<file path="config.mk">
export PLATFORM = sky130hd
export DESIGN_NAME = akm_lane
export DESIGN_NICKNAME = d
export VERILOG_FILES = /design/src/rtl/akm_pkg.sv /design/src/rtl/akm_lane.sv
export SDC_FILE = /design/constraint.sdc
export NUM_CORES = 2
export LEC_CHECK = 0
export BUFFER_PORTS_ARGS = -buffer_cell sky130_fd_sc_hd__buf_2
export CORE_UTILIZATION = 67
export CTS_BUF_LIST = sky130_fd_sc_hd__clkbuf_8
export DETAILED_ROUTE_END_ITERATION = 7
export PLACE_DENSITY = 0.85
export SETUP_SLACK_MARGIN = 0.2
export SKIP_CTS_REPAIR_TIMING = 1
export SYNTH_ARGS = -nofsm -noshare
export SYNTH_HDL_FRONTEND = slang
export SYNTH_SLANG_ARGS = --single-unit
</file>
<file path="constraint.sdc">
create_clock -name clock -period 12.45 [get_ports clock]
set_clock_uncertainty 0.15 [all_clocks]
set_input_delay 2.49 -clock clock [delete_from_list [all_inputs] [get_ports clock]]
set_output_delay 2.49 -clock clock [all_outputs]
set_load 0.02 [all_outputs]
</file>
<file path="src/rtl/akm_pkg.sv">
`timescale 1ns / 1ps

package akm_pkg;

   localparam int CHANNELS        = 4;
   localparam int F_BITS          = 16;
   localparam int GUARD_BITS      = 4;
   localparam int P_BITS          = F_BITS + GUARD_BITS;
   // weights run from 0 to exactly 1.0, so they need one bit above the fraction
   localparam int W_BITS          = P_BITS + 1;
   localparam int CFG_BITS        = F_BITS + 1;
   localparam int BIAS_BITS       = 16;
   localparam int GAIN_FRAC       = 12;
   localparam int SEL_BITS        = 3;
   localparam int MAP_BITS        = 12;
   localparam int INDEX_BITS      = 3;
   localparam int LANE_BITS       = (CHANNELS > 1) ? $clog2(CHANNELS) : 1;
   localparam int SQ_PROD_BITS    = 2 * W_BITS;
   localparam int BLEND_PROD_BITS = W_BITS + P_BITS;
   localparam int BIAS_PROD_BITS  = P_BITS + BIAS_BITS;

   localparam logic [F_BITS:0]   ONE_F = (F_BITS + 1)'(1) << F_BITS;
   localparam logic [W_BITS-1:0] ONE_P = W_BITS'(1) << P_BITS;

   localparam logic [INDEX_BITS-1:0] REG_EPSILON     = INDEX_BITS'(0);
   localparam logic [INDEX_BITS-1:0] REG_SMOOTHING   = INDEX_BITS'(1);
   localparam logic [INDEX_BITS-1:0] REG_FINE_STEP   = INDEX_BITS'(2);
   localparam logic [INDEX_BITS-1:0] REG_BIAS_DOWN   = INDEX_BITS'(3);
   localparam logic [INDEX_BITS-1:0] REG_BIAS_GAIN   = INDEX_BITS'(4);
   localparam logic [INDEX_BITS-1:0] REG_CHANNEL_MAP = INDEX_BITS'(5);

   localparam logic [SEL_BITS-1:0] SEL_ZERO = SEL_BITS'(CHANNELS);
   localparam logic [SEL_BITS-1:0] SEL_FULL = SEL_BITS'(CHANNELS + 1);

   typedef struct packed {
      logic load;     // capture the samples of a new item
      logic mul;      // form the two blend products
      logic sum;      // write the new smoothed value
      logic commit;   // copy smoothed into last accepted
      logic bias;     // form the bias product
   } lane_ctl_type;

endpackage

</file>
<file path="src/rtl/akm_lane.sv">
`timescale 1ns / 1ps

module akm_lane (
   input  logic                               clock,
   input  logic                               reset,
   input  akm_pkg::lane_ctl_type              ctl,
   input  logic [akm_pkg::F_BITS-1:0]         knob,
   input  logic [akm_pkg::W_BITS-1:0]         op,
   input  logic [akm_pkg::BIAS_BITS-1:0]      bias_down,
   input  logic [akm_pkg::BIAS_BITS-1:0]      bias_gain,
   output logic [akm_pkg::P_BITS-1:0]         diff,
   output logic [akm_pkg::P_BITS-1:0]         move,
   output logic [akm_pkg::F_BITS:0]           biased
);

   localparam int P  = akm_pkg::P_BITS;
   localparam int BP = akm_pkg::BLEND_PROD_BITS;
   localparam int XP = akm_pkg::BIAS_PROD_BITS;

   logic [P-1:0]  sample_ff, sample_in;
   logic [P-1:0]  smoothed_ff, smoothed_in;
   logic [P-1:0]  last_ff, last_in;
   logic [BP-1:0] keep_prod_ff, keep_prod_in;
   logic [BP-1:0] hold_prod_ff, hold_prod_in;
   logic [XP-1:0] bias_prod_ff, bias_prod_in;

   logic [akm_pkg::W_BITS-1:0] keep;
   logic [BP-1:0]              blend_sum;
   logic [P-1:0]               down;
   logic [P-1:0]               scaled;

   assign sample_in = {knob, akm_pkg::GUARD_BITS'(0)};
   assign keep      = akm_pkg::ONE_P - op;

   assign diff = (sample_ff >= smoothed_ff) ? (sample_ff - smoothed_ff)
                                            : (smoothed_ff - sample_ff);
   assign move = (smoothed_ff >= last_ff) ? (smoothed_ff - last_ff)
                                          : (last_ff - smoothed_ff);

   assign keep_prod_in = BP'(keep) * BP'(sample_ff);
   assign hold_prod_in = BP'(op) * BP'(smoothed_ff);

   // weights add to one, so the sum stays below 2^(2P)
   assign blend_sum   = keep_prod_ff + hold_prod_ff;
   assign smoothed_in = blend_sum[2*P-1:P];
   assign last_in     = smoothed_ff;

   assign down = {bias_down, akm_pkg::GUARD_BITS'(0)};

   always_comb begin
      if (last_ff > down) begin
         bias_prod_in = XP'(last_ff - down) * XP'(bias_gain);
      end else begin
         bias_prod_in = '0;
      end
   end

   // drop gain and guard fraction bits, then clamp at 1.0
   assign scaled = bias_prod_ff[XP-1:akm_pkg::GAIN_FRAC + akm_pkg::GUARD_BITS];
   assign biased = (scaled > P'(akm_pkg::ONE_F)) ? akm_pkg::ONE_F
                                                 : scaled[akm_pkg::F_BITS:0];

   always_ff @(posedge clock) begin
      if (reset) begin
         smoothed_ff <= '0;
         last_ff     <= '0;
      end else begin
         if (ctl.sum) begin
            smoothed_ff <= smoothed_in;
         end
         if (ctl.commit) begin
            last_ff <= last_in;
         end
      end
   end

   always_ff @(posedge clock) begin
      if (ctl.load) begin
         sample_ff <= sample_in;
      end
      if (ctl.mul) begin
         keep_prod_ff <= keep_prod_in;
         hold_prod_ff <= hold_prod_in;
      end
      if (ctl.bias) begin
         bias_prod_ff <= bias_prod_in;
      end
   end

endmodule

</file>
# == Word-level counts from Yosys, hierarchy flattened ==
# Cells that the tools add are included.
# Widths: inputs -> output; s select.
# totals
regBits,172
input_bits,76
out_inout_bits,57
word_cells,23
# classes
add_sub_neg,7
multipliers,3
magnitude_cmp,4
mux,3
# op_table
op,n
$sub 20x20->20,4
$add 40x40->40,1
$ge 20x20->1,2
$mul 21x20->40,1
$mux 20,2
$mul 21x16->36,1
$mul 21x17->36,1
$sub 20x20->21,1
$sub 21x21->21 const A,1
$gt 20x17->1 const B,1
$gt 20x20->1,1
$mux 17,1

# == Longest topological paths before layout ==
# depth
word_depth,2
depth_mapped,36

# == Worst setup path after synthesis ==
# OpenSTA, ideal clock, no wires.
# synth_path
path_kind,input to register
startpoint,input bias_down[0] in the netlist's numbering
endpoint,register bias_prod_ff[35] (data pin)
setup_time_ns,0.259
arrival_time_ns,10.345
required_time_ns,12.041
slack_ns,1.696
path_stages,33
path_cell_list,ha_1 -> fa_1 -> nand2b_1 -> a21boi_0 -> o211ai_1 -> a31oi_1 -> nand3_1 -> nand2_1 -> a21o_1 -> a21oi_1 -> xnor2_1 -> clkbuf_1 -> nand2_1 -> fa_1 -> fa_1 -> inv_1 -> fa_1 -> inv_1 -> fa_1 -> fa_1 -> fa_1 -> inv_1 -> ha_1 -> or3_1 -> a221oi_1 -> o21a_1 -> o21a_1 -> a211oi_1 -> a311o_1 -> a41o_1 -> a41oi_2 -> nor3_1 -> a211o_1
# synth_via
elab_chain_cells,2
elab_cells_between_ends,3
# synth_rtl
item,line,text
"start, declared",akm_lane.sv:9,"input logic [akm_pkg::BIAS_BITS-1:0] bias_down,"
$sub 20x20->21,akm_lane.sv:52,bias_prod_in = XP'(last_ff - down) * XP'(bias_gain);
$mul 21x17->36,akm_lane.sv:52,
"end signal, assigned",akm_lane.sv:86,bias_prod_ff <= bias_prod_in;
"end, declared",akm_lane.sv:25,"logic [XP-1:0] bias_prod_ff, bias_prod_in;"
# Parallel ways exist; a longest one is shown, timed or not.
# A chain may end at the register's enable or synchronous reset.

# == Worst setup path in the final report ==
# layout_path
startpoint,input op[1] in the netlist's numbering
endpoint,register keep_prod_ff[37] (data pin)
# layout_via
elab_chain_cells,2
# layout_rtl
item,line,text
"start, declared",akm_lane.sv:8,"input logic [akm_pkg::W_BITS-1:0] op,"
$sub 21x21->21,akm_lane.sv:33,assign keep = akm_pkg::ONE_P - op;
$mul 21x16->36,akm_lane.sv:40,assign keep_prod_in = BP'(keep) * BP'(sample_ff);
via keep_prod_in[37],akm_lane.sv:23,"logic [BP-1:0] keep_prod_ff, keep_prod_in;"
"end signal, assigned",akm_lane.sv:82,keep_prod_ff <= keep_prod_in;
"end, declared",akm_lane.sv:23,
# The timed path passes the listed nets, and every way through them passes these cells.

==> flow_metrics.py <==
metrics = {
    "run_status": {
        "outcome": "finished, final reports clean",
    },
    "global_route": {
        "use_met1_pct": 46.0,
        "grt_usage_pct": 37.0,
        "busiest_layer": "met2",
        "groute.layer.met2.usage_pct": 62.3,
        "use_met3_pct": 6.48,
        "grt_pass1_wl_mm": 202,
        "antenna_found_initial": 6,
        "grt_max_degree": 73,
        "first_global_vias": 39000,
        "grt-ovfl-total": 0,
    },
    "sta": {
        "rsz0062_at_grt": "false",
        "worst_slew_pin_slew_ns": 1.39,
        "fin_tns_setup_ns": 0,
        "max_freq_mhz": 88.7,
        "setup_viol": 0,
        "hold_viol": 0,
        "finalCritPeriodShare_pct": 90.6,
        "drv_slew": 0,
        "fin_hold_ws_ns": 0.356,
        "min_period_ns": 11.28,
        "maxSlewHeadroom_pct": 6.99,
    },
    "setup_path": {
        "worst_path_most_repeated_cell": "fa_1",
        "worstSetupStartpoint": "op[1]",
        "end_kind": "register",
        "crit_fanout": 16,
        "max_stage_delay_ns": 0.61,
        "cp.depth": 29,
        "critPathKind": "input pin to register",
        "required_ns": 12.61,
        "rr_worst_depth": 35,
        "critPathLaunchType": "input pin",
        "r2r_start": "last_ff[4]",
        "critPathSlowestCell": "xnor2_1",
        "arrival_ns": 11.44,
        "cpLargestDelayFamily": "adder cells",
        "critPathBufInv": 5,
    },
    "route": {
        "vias": 36600,
        "drt_iter0_drc": 2829,
        "drt_pass1_iterations": 8,
        "wl_mm": 125,
        "wl_per_cell_um": 20.2,
        "drc": 0,
        "via_per_inst": 5.92,
        "final_antenna_net_count": 0,
    },
    "cells_and_area": {
        "syn_to_final_growth_pct": 4.05,
        "final_layout_size_suffix_gt1_share_pct": 5.25,
        "n_fill_cell": 5059,
        "stdcell_area_sq_um": 48300,
        "final_cells": 6175,
        "nets": 6684,
    },
    "die": {
        "io_pins": 133,
        "start_util_pct": 67.7,
        "fp.dieH_um": 265,
        "core_area_sq_um": 68600,
        "placementRows": 96,
        "dieArea_sq_um": 70400,
        "die_w_um": 265,
    },
    "synthesis": {
        "async_flop_share_pct": 0,
        "syn_inst": 5241,
        "ys_warn_count": 0,
        "ys_seq_elements": 148,
        "syn_area_per_cell_sq_um": 8.86,
        "seq_area_frac_synth_pct": 8.70,
        "synthFlopType": "edfxtp_1",
        "synth_edf_count": 108,
        "synth_top_area_share_pct": 39.6,
        "syn-num-nets": 6695,
        "synth_area_leaders": "fa_1, ha_1, inv_1",
        "yosysTopAreaCell": "fa_1",
        "syn_area_sq_um": 46500,
        "synth_cell_types": 81,
    },
    "clock_tree": {
        "cts-root-buf": "clkbuf_8",
        "cts_made_buffers": 17,
        "cts_max_path_buffers": 2,
        "cts_max_level": 4,
        "clk_pin_slew_worst_paths_ns": 0.09,
        "clk_latency_ns": 0.58,
        "cts.sinks": 148,
        "cts_tree": "done",
    },
    "worst_hold_path": {
        "hp-start": "last_in[8]",
        "min_path_cells": 2,
        "hp-class": "register to register",
    },
    "flow_run": {
        "drv_cap": 0,
    },
    "placed_design": {
        "place_hpwl_mm": 99.2,
        "place_area_sq_um": 48000,
        "port_buffers": 132,
        "gp_congestion": 0.965,
        "dp.cells": 6142,
    },
}
[area by class of cell]
class	instances	area, sq um	share of cell area, %
clock inverters	14	124	0.256
flip-flops and latches	148	4050	8.37
diodes	1	2.50	0.00518
inverters	1165	4370	9.05
repair buffers	206	1220	2.52
clock buffers	18	248	0.513
well taps	931	1160	2.41
multi-input cells	3692	37200	76.9
[layer usage]
metal | wire, um | vias up
met2 | 60900 | 1965
met1 | 45100 | 18200
met3 | 11800 | 489
met4 | 7120 | 10
met5 | 64 | -
li1 | - | 15900
[flip-flops by register name (all words and copies together), names as in the netlist]
register and count:
keep_prod_ff 36, last_in 20, sample_ff 16, bias_prod_ff 20, hold_prod_ff 36, last_ff 20
[per-stage QoR]
step	setup WS, ns	utilization (%)
final	1.17	70.5
after global routing	0.793	70.5
after CTS	1.35	70.5
after detailed placement	0.767	69.9
after global placement	0.992	69.9
after floorplan	1.70	-
[cell usage in the layout (no fill, tap or decap), drive strengths merged, types with 36 or more instances in the layout]
| master | n |
|---|---|
| and2 | 390 |
| nor2 | 186 |
| nor3 | 39 |
| buf | 206 |
| edfxtp | 108 |
| o21ai | 68 |
| dfxtp | 40 |
| nor2b | 36 |
| nand2b | 42 |
| nand2 | 745 |
| xor2 | 66 |
| xnor2 | 119 |
| a21o | 77 |
| ha | 459 |
| inv | 1171 |
| mux2i | 42 |
| a21oi | 158 |
| fa | 919 |
[worst min-delay path, stage by stage, from the launching register on]
cell,delay [ns]
dfxtp_1,0.34
mux2i_1,0.06
nor2_1,0.07
[synth_stat cells (9+ instances only)]
cell type	number
inv_1	1163
fa_1	919
nand2_1	744
ha_1	459
and2_1	390
clkbuf_1	218
nor2_1	185
a21oi_1	158
xnor2_1	117
edfxtp_1	108
a21o_1	77
xor2_1	66
o21ai_0	64
mux2i_1	42
nand2b_1	42
dfxtp_1	40
nor3_1	39
nor2b_1	36
nand3_1	32
o21a_1	29
and3_1	25
nand4_1	24
o21bai_1	23
a211oi_1	22
a31oi_1	18
o211ai_1	13
or3_1	13
buf_2	11
mux2_2	11
a221oi_1	9
nor4_1	9
[final timing paths]
check | to | slack [ns]
setup / recovery | keep_prod_ff[37] | 1.17
hold / removal | last_in[8] | 0.36
hold reg to reg | last_in[8] | 0.36
setup reg to reg | bias_prod_ff[35] | 3.13
[cells by family (layout without fill, tap and decap cells)]
| group | Yosys count | in the layout | synth area share [%] |
|---|---|---|---|
| other cells | 0 | 1 | 0 |
| fa+ha+maj | 1378 | 1378 | 52.0 |
| mux | 53 | 53 | 1.17 |
| buf+inv | 1401 | 1403 | 11.4 |
| flops | 148 | 148 | 8.70 |
| simple gates | 1579 | 1579 | 16.2 |
| compound gates | 497 | 497 | 7.02 |
| xor+xnor | 185 | 185 | 3.54 |
Power is not shown: default switching activity piles up to over one toggle a cycle in this logic, so the estimate is an artifact.
