==> src/rtl/akm_pkg.sv <==
`timescale 1ns / 1ps

package akm_pkg;

   localparam int CHANNELS        = 4;
   localparam int F_BITS          = 16;
   localparam int GUARD_BITS      = 4;
   localparam int P_BITS          = F_BITS + GUARD_BITS;
   // weights run from 0 to exactly 1.0, so they need one bit above the fraction
   localparam int W_BITS          = P_BITS + 1;
   localparam int CFG_BITS        = F_BITS + 1;
   localparam int BIAS_BITS       = 16;
   localparam int GAIN_FRAC       = 12;
   localparam int SEL_BITS        = 3;
   localparam int MAP_BITS        = 12;
   localparam int INDEX_BITS      = 3;
   localparam int LANE_BITS       = (CHANNELS > 1) ? $clog2(CHANNELS) : 1;
   localparam int SQ_PROD_BITS    = 2 * W_BITS;
   localparam int BLEND_PROD_BITS = W_BITS + P_BITS;
   localparam int BIAS_PROD_BITS  = P_BITS + BIAS_BITS;

   localparam logic [F_BITS:0]   ONE_F = (F_BITS + 1)'(1) << F_BITS;
   localparam logic [W_BITS-1:0] ONE_P = W_BITS'(1) << P_BITS;

   localparam logic [INDEX_BITS-1:0] REG_EPSILON     = INDEX_BITS'(0);
   localparam logic [INDEX_BITS-1:0] REG_SMOOTHING   = INDEX_BITS'(1);
   localparam logic [INDEX_BITS-1:0] REG_FINE_STEP   = INDEX_BITS'(2);
   localparam logic [INDEX_BITS-1:0] REG_BIAS_DOWN   = INDEX_BITS'(3);
   localparam logic [INDEX_BITS-1:0] REG_BIAS_GAIN   = INDEX_BITS'(4);
   localparam logic [INDEX_BITS-1:0] REG_CHANNEL_MAP = INDEX_BITS'(5);

   localparam logic [SEL_BITS-1:0] SEL_ZERO = SEL_BITS'(CHANNELS);
   localparam logic [SEL_BITS-1:0] SEL_FULL = SEL_BITS'(CHANNELS + 1);

   typedef struct packed {
      logic load;     // capture the samples of a new item
      logic mul;      // form the two blend products
      logic sum;      // write the new smoothed value
      logic commit;   // copy smoothed into last accepted
      logic bias;     // form the bias product
   } lane_ctl_type;

endpackage

==> src/rtl/akm_max.sv <==
`timescale 1ns / 1ps

module akm_max (
   input  logic [akm_pkg::P_BITS-1:0] vals [akm_pkg::CHANNELS],
   output logic [akm_pkg::P_BITS-1:0] max_val
);

   always_comb begin
      max_val = '0;
      for (int i = 0; i < akm_pkg::CHANNELS; i++) begin
         if (vals[i] > max_val) begin
            max_val = vals[i];
         end
      end
   end

endmodule

==> config.mk <==
export PLATFORM = sky130hd
export DESIGN_NAME = akm_max
export DESIGN_NICKNAME = d
export VERILOG_FILES = /design/src/rtl/akm_pkg.sv /design/src/rtl/akm_max.sv
export SDC_FILE = /design/constraint.sdc
export NUM_CORES = 1
export LEC_CHECK = 0
export BUFFER_PORTS_ARGS = -buffer_cell sky130_fd_sc_hd__buf_2
export CAP_MARGIN = 20
export CELL_PAD_IN_SITES_DETAIL_PLACEMENT = 0
export CELL_PAD_IN_SITES_GLOBAL_PLACEMENT = 2
export CORE_UTILIZATION = 29
export DETAILED_ROUTE_END_ITERATION = 6
export PLACE_DENSITY = 0.82
export SYNTH_ARGS = -nofsm -noshare
export SYNTH_HDL_FRONTEND = slang
export SYNTH_SLANG_ARGS = --single-unit
==> constraint.sdc <==
create_clock -name vclk -period 10.9
set_clock_uncertainty 0.05 [all_clocks]
set_input_delay 2.18 -clock vclk [all_inputs]
set_output_delay 2.18 -clock vclk [all_outputs]
set_load 0.01 [all_outputs]
======== Word level (Yosys, flattened, before mapping) ========
Cells that the tools add are included.
cells by class
  multipliers ............................. 0
  bitwise operators ....................... 0
  magnitude comparators ................... 4
  muxes and demuxes ....................... 4
  reduce and logical (&&, ||, !) cells .... 0
  divide/modulo/power cells ............... 0
  shift-type cells ........................ 0
  equality and inequality tests ........... 0
  $add $sub $neg .......................... 0
operators with widths
  cell                 number
  $mux 20              4
  $gt 20x20->1         3
  $gt 20x1->1 const B  1
storage, ports and cells
  logic and storage cells ................. 8
  memories ................................ 0
  output and inout bits ................... 20
  bits in latches ......................... 0
  ROM bits ................................ 0
  bits in writable memories ............... 0
  bits in registers ....................... 0

======== Longest topological paths before layout ========
Gate-level depths: netlist (run 1).
  depth in word-level cells ............... 8
  depth in mapped cells ................... 27

======== Worst setup path before layout (run 1) ========
OpenSTA, ideal clock, no wires.
  path kind ............................... in2out
  start point ............................. in vals[79] (netlist bit)
  end point ............................... out max_val[0] (netlist bit)
  required time ........................... 8670 ps
  path buffers ............................ 3
  stages on the path ...................... 26
  setup slack ............................. 1503 ps
  arrival ................................. 7167 ps
  cells stage by stage .................... inv_1 ha_1 nand4_4 nor4_4 a21bo_1 and3_4 buf_6 a31oi_1 and2_2 ha_1 and4_1 nand3_1 a21oi_1 o41ai_1 buf_2 a211oi_1 a31oi_1 inv_1 ha_1 a211oi_1 o21bai_1 a2111oi_0 o221ai_1 o31ai_1 buf_2 mux2_2
on the way
  longest elaborated chain between the ends .. 8
RTL lines
  item          line           source
  from (decl)   akm_max.sv:4   input logic [akm_pkg::P_BITS-1:0] vals [akm_pkg::CHANNELS],
  $gt 20x1->1   akm_max.sv:11  if (vals[i] > max_val) begin
  $mux 20 (*)   akm_max.sv:11
  $gt 20x20->1  akm_max.sv:11
  $mux 20 (*)   akm_max.sv:11
  $gt 20x20->1  akm_max.sv:11
  $mux 20 (*)   akm_max.sv:11
  $gt 20x20->1  akm_max.sv:11
  $mux 20 (*)   akm_max.sv:11
  to (decl)     akm_max.sv:5   output logic [akm_pkg::P_BITS-1:0] max_val
Mark *: on every way between the ends. The rest lies on a longest branch, timed or not.

======== Worst setup path in the final report (run 1) ========
  start point ............................. in vals[67] (netlist bit)
  end point ............................... out max_val[3] (netlist bit)
Same word-level chain as after synthesis.

==> results of run 1 <==
==> stage by stage <==
step / hold WS, ns / setup slack, ns / area (um^2) / utilization (%) / cells
2_1_floorplan: 4.461 / 1.503 / 2774 / - / 357
3_3_place_gp: 4.642 / 0.3253 / 3406 / 36.86 / 572
3_5_place_dp: 4.644 / 0.2606 / 3406 / 36.86 / 572
4_1_cts: 4.647 / 0.2533 / 3406 / 36.86 / 572
5_1_grt: 4.662 / 0.004615 / 3437 / 37.20 / 573
6_report: 4.642 / 0.3441 / 3437 / 37.20 / 573
==> cells by family after synthesis <==
group                    count (synthesis)
AO/OA/AOI/OAI                          129
AND/OR/NAND/NOR                         83
buffers and inverters                   65
adder cells (fa/ha/maj)                 60
multiplexers                            20
==> cell usage after synthesis, drive strengths merged (2+ instances only) <==
cell     n  area (um^2)
ha      60        750.7
inv     42        157.7
a31oi   40        340.3
nand3   26        130.1
a211oi  23        172.7
and2    21        141.4
a21oi   20        100.1
a22o    20        183.9
mux2    20        225.2
buf     12        77.57
nand4   12        96.34
clkbuf  11        58.80
nand2    7        26.28
o21ai    7        35.03
a21o     5        37.54
nor2b    4        25.02
and3     3        25.03
or2      3        18.77
nor3     2        10.01
nor4     2        27.53
o211ai   2        15.01
o21a     2        15.01
o21bai   2        15.01
==> routing by layer <==
layer	track usage [%]	wire length, um	up-vias
met1	25.85	4338	1418
met4	0.7919	34	0
li1	-	-	1557
met3	0.5571	363	2
met2	30.88	4318	72
met5	0	0	-
==> layout make-up <==
cell class | instances | area [um^2]
well taps | 129 | 161.4
multi-input cells | 292 | 2539
repair buffers | 110 | 579.3
fillers | 984 | 5803
inverters | 42 | 157.7
==> worst max-delay path: stages <==
cell and delay [ns]:
buf_2 0.11, inv_1 0.04, ha_1 0.30, nand4_1 0.20, nor4_4 0.46, a21bo_1 0.28, and3_4 0.28, a31oi_1 0.34
and2_2 0.20, ha_1 0.22, and4_1 0.20, nand3_1 0.15, a21oi_1 0.09, o41ai_2 0.43, a21o_1 0.44, a31oi_1 0.21
inv_1 0.09, ha_1 0.23, a211oi_1 0.21, o21bai_1 0.10, a2111oi_0 0.49, o221ai_1 0.24, o31ai_4 0.10, buf_4 0.24
mux2_2 0.35, buf_2 0.14
==> what timing repair did <==
action | in CTS | in global routing
endpoints found under the setup margin | 0 | 20
gates resized for setup | 0 | 4
buffers inserted | 0 | 1
==> report_power, final <==
part	internal [uW]	total [uW]	switching, uW
Sequential	0	0	0
Combinational	137	297	160
Clock	0	0	0
Total	137	297	160
==> how the worst min path moves through the flow <==
stage | to | slack [ns] | startpoint
2_1_floorplan | max_val[0] | 4.46 | vals[0]
3_3_place_gp | max_val[8] | 4.64 | vals[8]
3_5_place_dp | max_val[19] | 4.64 | vals[19]
4_1_cts | max_val[0] | 4.65 | vals[0]
5_1_grt | max_val[19] | 4.66 | vals[19]
6_report | max_val[19] | 4.64 | vals[19]
==> out/results.tsv, run 1 <==
metric	value	unit
grt total ovfl	0	
# port buffers	100	
register area	0	um^2
CP Capture Type	output port	
# IOs	100	
crit-path max FO	20	
Total Routed Length	9055	um
Crit Path Class	input pin to output port	
mux cell area share after synthesis	8.119	%
detailed-route via count	3049	
Worst Hold Class	input pin to output port	
CP Data Arrival Time	8.33	ns
largest family of logic cells by synthesized area	compound AO/OA/AOI/OAI gates	
# setup viols final	0	
WP data required	8.67	ns
sequential element share of the synthesized area	0	%
vias in the first global route	2877	
first-pass detailed-route iteration total	5	
Initial DRC Count	218	
RSZ-0062 raised after global routing	no	
Antenna Nets Post-Route	0	
GPL Wtd Cong	0.9536	
Final Cycle Share	96.84	%
total power	297.3	uW
Compound-Gate Fraction of Synth Area	35.41	%
Post-Synthesis Net Count	497	
die width	99.80	um
row cnt	35	
power density cells	86.49	nW/um^2
nets	586	
Mapped Area	2774	um^2
final count of hold timing violations	0	
hold buffers post-CTS	0	
cells after synthesis	357	
peak supply drop	0.00002531	V
layout cell share with drive strength beyond 1	38.96	%
YS warnings	0	
first-pass GRT wire length	14410	um
Max-Slew Margin vs Limit	56.07	%
Chip Height	99.80	um
largest net degree at the start of global routing	21	
commonest cells after routing, fill and taps aside	buf_2, ha_1, inv_1, a31oi_1, nand3_1	
worst hold stages	3	
max-slew violation count	0	
GRT Total Usage	17.88	%
DIE AREA	9960	um^2
DRC Markers	0	
Setup crit start kind	input pin	
Leakage	0.001661	uW
Synth cell types	47	
Syn-to-layout area delta	23.91	%
DR vias/cell	5.321	
Max Clock Freq	94.73	MHz
commonest non-fill, non-tap cell in the layout	buf_2	
CLK BUF	0	
Synth Area in XOR/XNOR	0	%
initial core utilization	30.02	%
adder-cell area share of the yosys netlist	27.06	%
core area	9240	um^2
Synth Area in Simple Gates	18.81	%
num sequential	0	
Post-Route Setup TNS	0	ns
n_diodes	0	
worst setup path endpoint	max_val[3]	
dpl hpwl	7840	um
number of max-cap violations	0	
antenna violations before repair	0	
Avg Cell Area, Syn	7.770	um^2
CP Launch Point	vals[67]	
DR WL/cell	15.80	um
run status	completed	
final worst path period need	10.56	ns
Slew @ Worst Pin	0.6589	ns
No activity file was read; power rests on OpenSTA's default activity.
==> run 2: changes to the inputs <==
Settings changed: ABC_AREA set to 1, CORE_UTILIZATION 29 to 25, PLACE_DENSITY 0.82 to 0.81.
==> run 2 against run 1 <==
Via count fell by 4.7%. Combinational power fell by 2%. Sequential share of layout area unchanged. Count of clock-buffer cells in the layout unchanged. Synthesized area is 6.9% lower. Design area is 7.7% lower. Die area is 7.9% higher. Core utilization down 5.2 points. Critical endpoint is now max_val[2].
==> out/results.tsv, run 2 <==
metric	value	unit	change
cells after synthesis	445		+25%
share of the synthesized area in the top cell type	29.06	%	+2.0 points
# port buffers	100		unchanged
DR vias/cell	4.383		-18%
Synth area leader	ha_1		
max-slew violation count	0		unchanged
CP max stage cell	nand2_2		
Max-Slew Margin vs Limit	61.77	%	+5.7 points
core area	9910	um^2	+7.2%
Synth cell types	23		-51%
power density cells	91.76	nW/um^2	+6.1%
largest net degree at the start of global routing	22		+4.8%
CP Data Arrival Time	7.73	ns	-0.60 ns
Chip Height	103.7	um	+3.9%
peak supply drop	0.00004178	V	+65%
GRT Total Usage	14.71	%	-3.2 points
num sequential	0		unchanged
first-pass GRT wire length	13250	um	-8.1%
final worst path period need	9.964	ns	-0.5922 ns
Initial DRC Count	95		-56%
Worst Hold Class	input pin to output port		
ranking of synthesized cells by area	ha_1, nand2_1, nand3_1		
nets	672		+15%
sequential element share of the synthesized area	0	%	unchanged
run status	completed		
YS warnings	0		unchanged
CP Capture Type	output port		
vias in the first global route	2697		-6.3%
DR WL/cell	11.83	um	-25%
Max Clock Freq	100.4	MHz	+5.9%
crit-path max FO	21		+5.0%
Syn-to-layout area delta	22.76	%	
Final Cycle Share	91.41	%	-5.4 points
die width	103.7	um	+3.9%
WP data required	8.67	ns	about the same
CLK BUF	0		unchanged
fill count	1167		+19%
Post-Route Setup TNS	0	ns	unchanged
row cnt	36		+2.9%
Avg Cell Area, Syn	5.806	um^2	-25%
GPL Wtd Cong	0.8703		-8.7%
Leakage	0.002027	uW	+22%
grt total ovfl	0		unchanged
n_diodes	0		unchanged
register area	0	um^2	unchanged
placed cells	663		+16%
Crit Path Class	input pin to output port		
DRC Markers	0		unchanged
# setup viols final	0		unchanged
DIE AREA	10750	um^2	+7.9%
Post-Synthesis Net Count	585		+18%
initial core utilization	26.07	%	-3.9 points
most used cell, CP	nand2_1		
RSZ-0062 raised after global routing	no		
layout cell share with drive strength beyond 1	25.85	%	-13 points
Mapped Area	2584	um^2	-6.9%
hold buffers post-CTS	0		unchanged
detailed-route via count	2906		-4.7%
Antenna Nets Post-Route	0		unchanged
Setup crit start kind	input pin		
commonest cells after routing, fill and taps aside	nand2_1, buf_2, inv_1, nand3_1, ha_1		
final count of hold timing violations	0		unchanged
dpl hpwl	7295	um	-7.0%
max incr delay on CP	0.50	ns	about the same
antenna violations before repair	0		unchanged
Final Non-Filler Cells	663		+16%
# IOs	100		unchanged
commonest non-fill, non-tap cell in the layout	nand2_1		
worst hold margin	4.614	ns	-0.02880 ns
top cells by count, synth	nand2_1, inv_1, nand3_1		
number of max-cap violations	0		unchanged
most frequent cell after synthesis	nand2_1		
first-pass detailed-route iteration total	4		-1
Slew @ Worst Pin	0.5727	ns	-0.08613 ns
Total Routed Length	7841	um	-13%
-- run 2: final timing paths --
path	slack (ns)	end	from	cells after the start
min	4.61	max_val[0]	vals[0]	4
max	0.94	max_val[2]	vals[71]	33
-- run 2: area by class of cell --
type                       count  area, um^2  share of cell area (%)
inverter                      65       244.0                   7.692
timing repair buffer         102       515.5                   16.25
multi-input combinational    363        2246                   70.81
tap                          133       166.4                   5.247
-- run 2: metrics by stage --
stage | instance area [um^2] | total power, uW | utilization [%] | setup WS (ns)
final | 3172 | 291.0 | 32.01 | 0.9363
after global routing | 3172 | 336.7 | 32.01 | 0.09965
after CTS | 3164 | 293.9 | 31.93 | 0.4685
after detailed placement | 3164 | 292.8 | 31.93 | 0.4800
after global placement | 3164 | 290.8 | 31.93 | 0.5288
after floorplan | 2584 | 202.1 | - | 2.915
-- run 2: where the power goes --
part / switching (uW) / internal [uW]
Combinational: 180 / 111
Clock: 0 / 0
Sequential: 0 / 0
Total: 180 / 111
-- run 2: critical path: cells and delay by family --
family	cells	cell delay (ns)
adders and majority gates	3	0.80
buffers and inverters	7	0.69
AOI/OAI and AO/OA	2	0.39
and+or+nand+nor	21	3.65
-- run 2: kinds of logic after synthesis --
kind of cell,count (synthesis),synth area share [%]
adders and majority gates,60,29.06
AOI/OAI and AO/OA,34,6.780
and+or+nand+nor,269,50.80
buffers and inverters,82,13.37
-- run 2: what timing repair did --
action / 4_1_cts / 5_1_grt
gates resized for setup: 0 / 2
setup buffers: 0 / 0
setup endpoints to repair: 0 / 20
-- run 2: per-layer routing --
layer  share of wire (%)  global-route usage, %
met3                 4.2                 0.6293
met4                   0                      0
met1                  51                  21.81
met5                   0                      0
met2                  45                  24.83
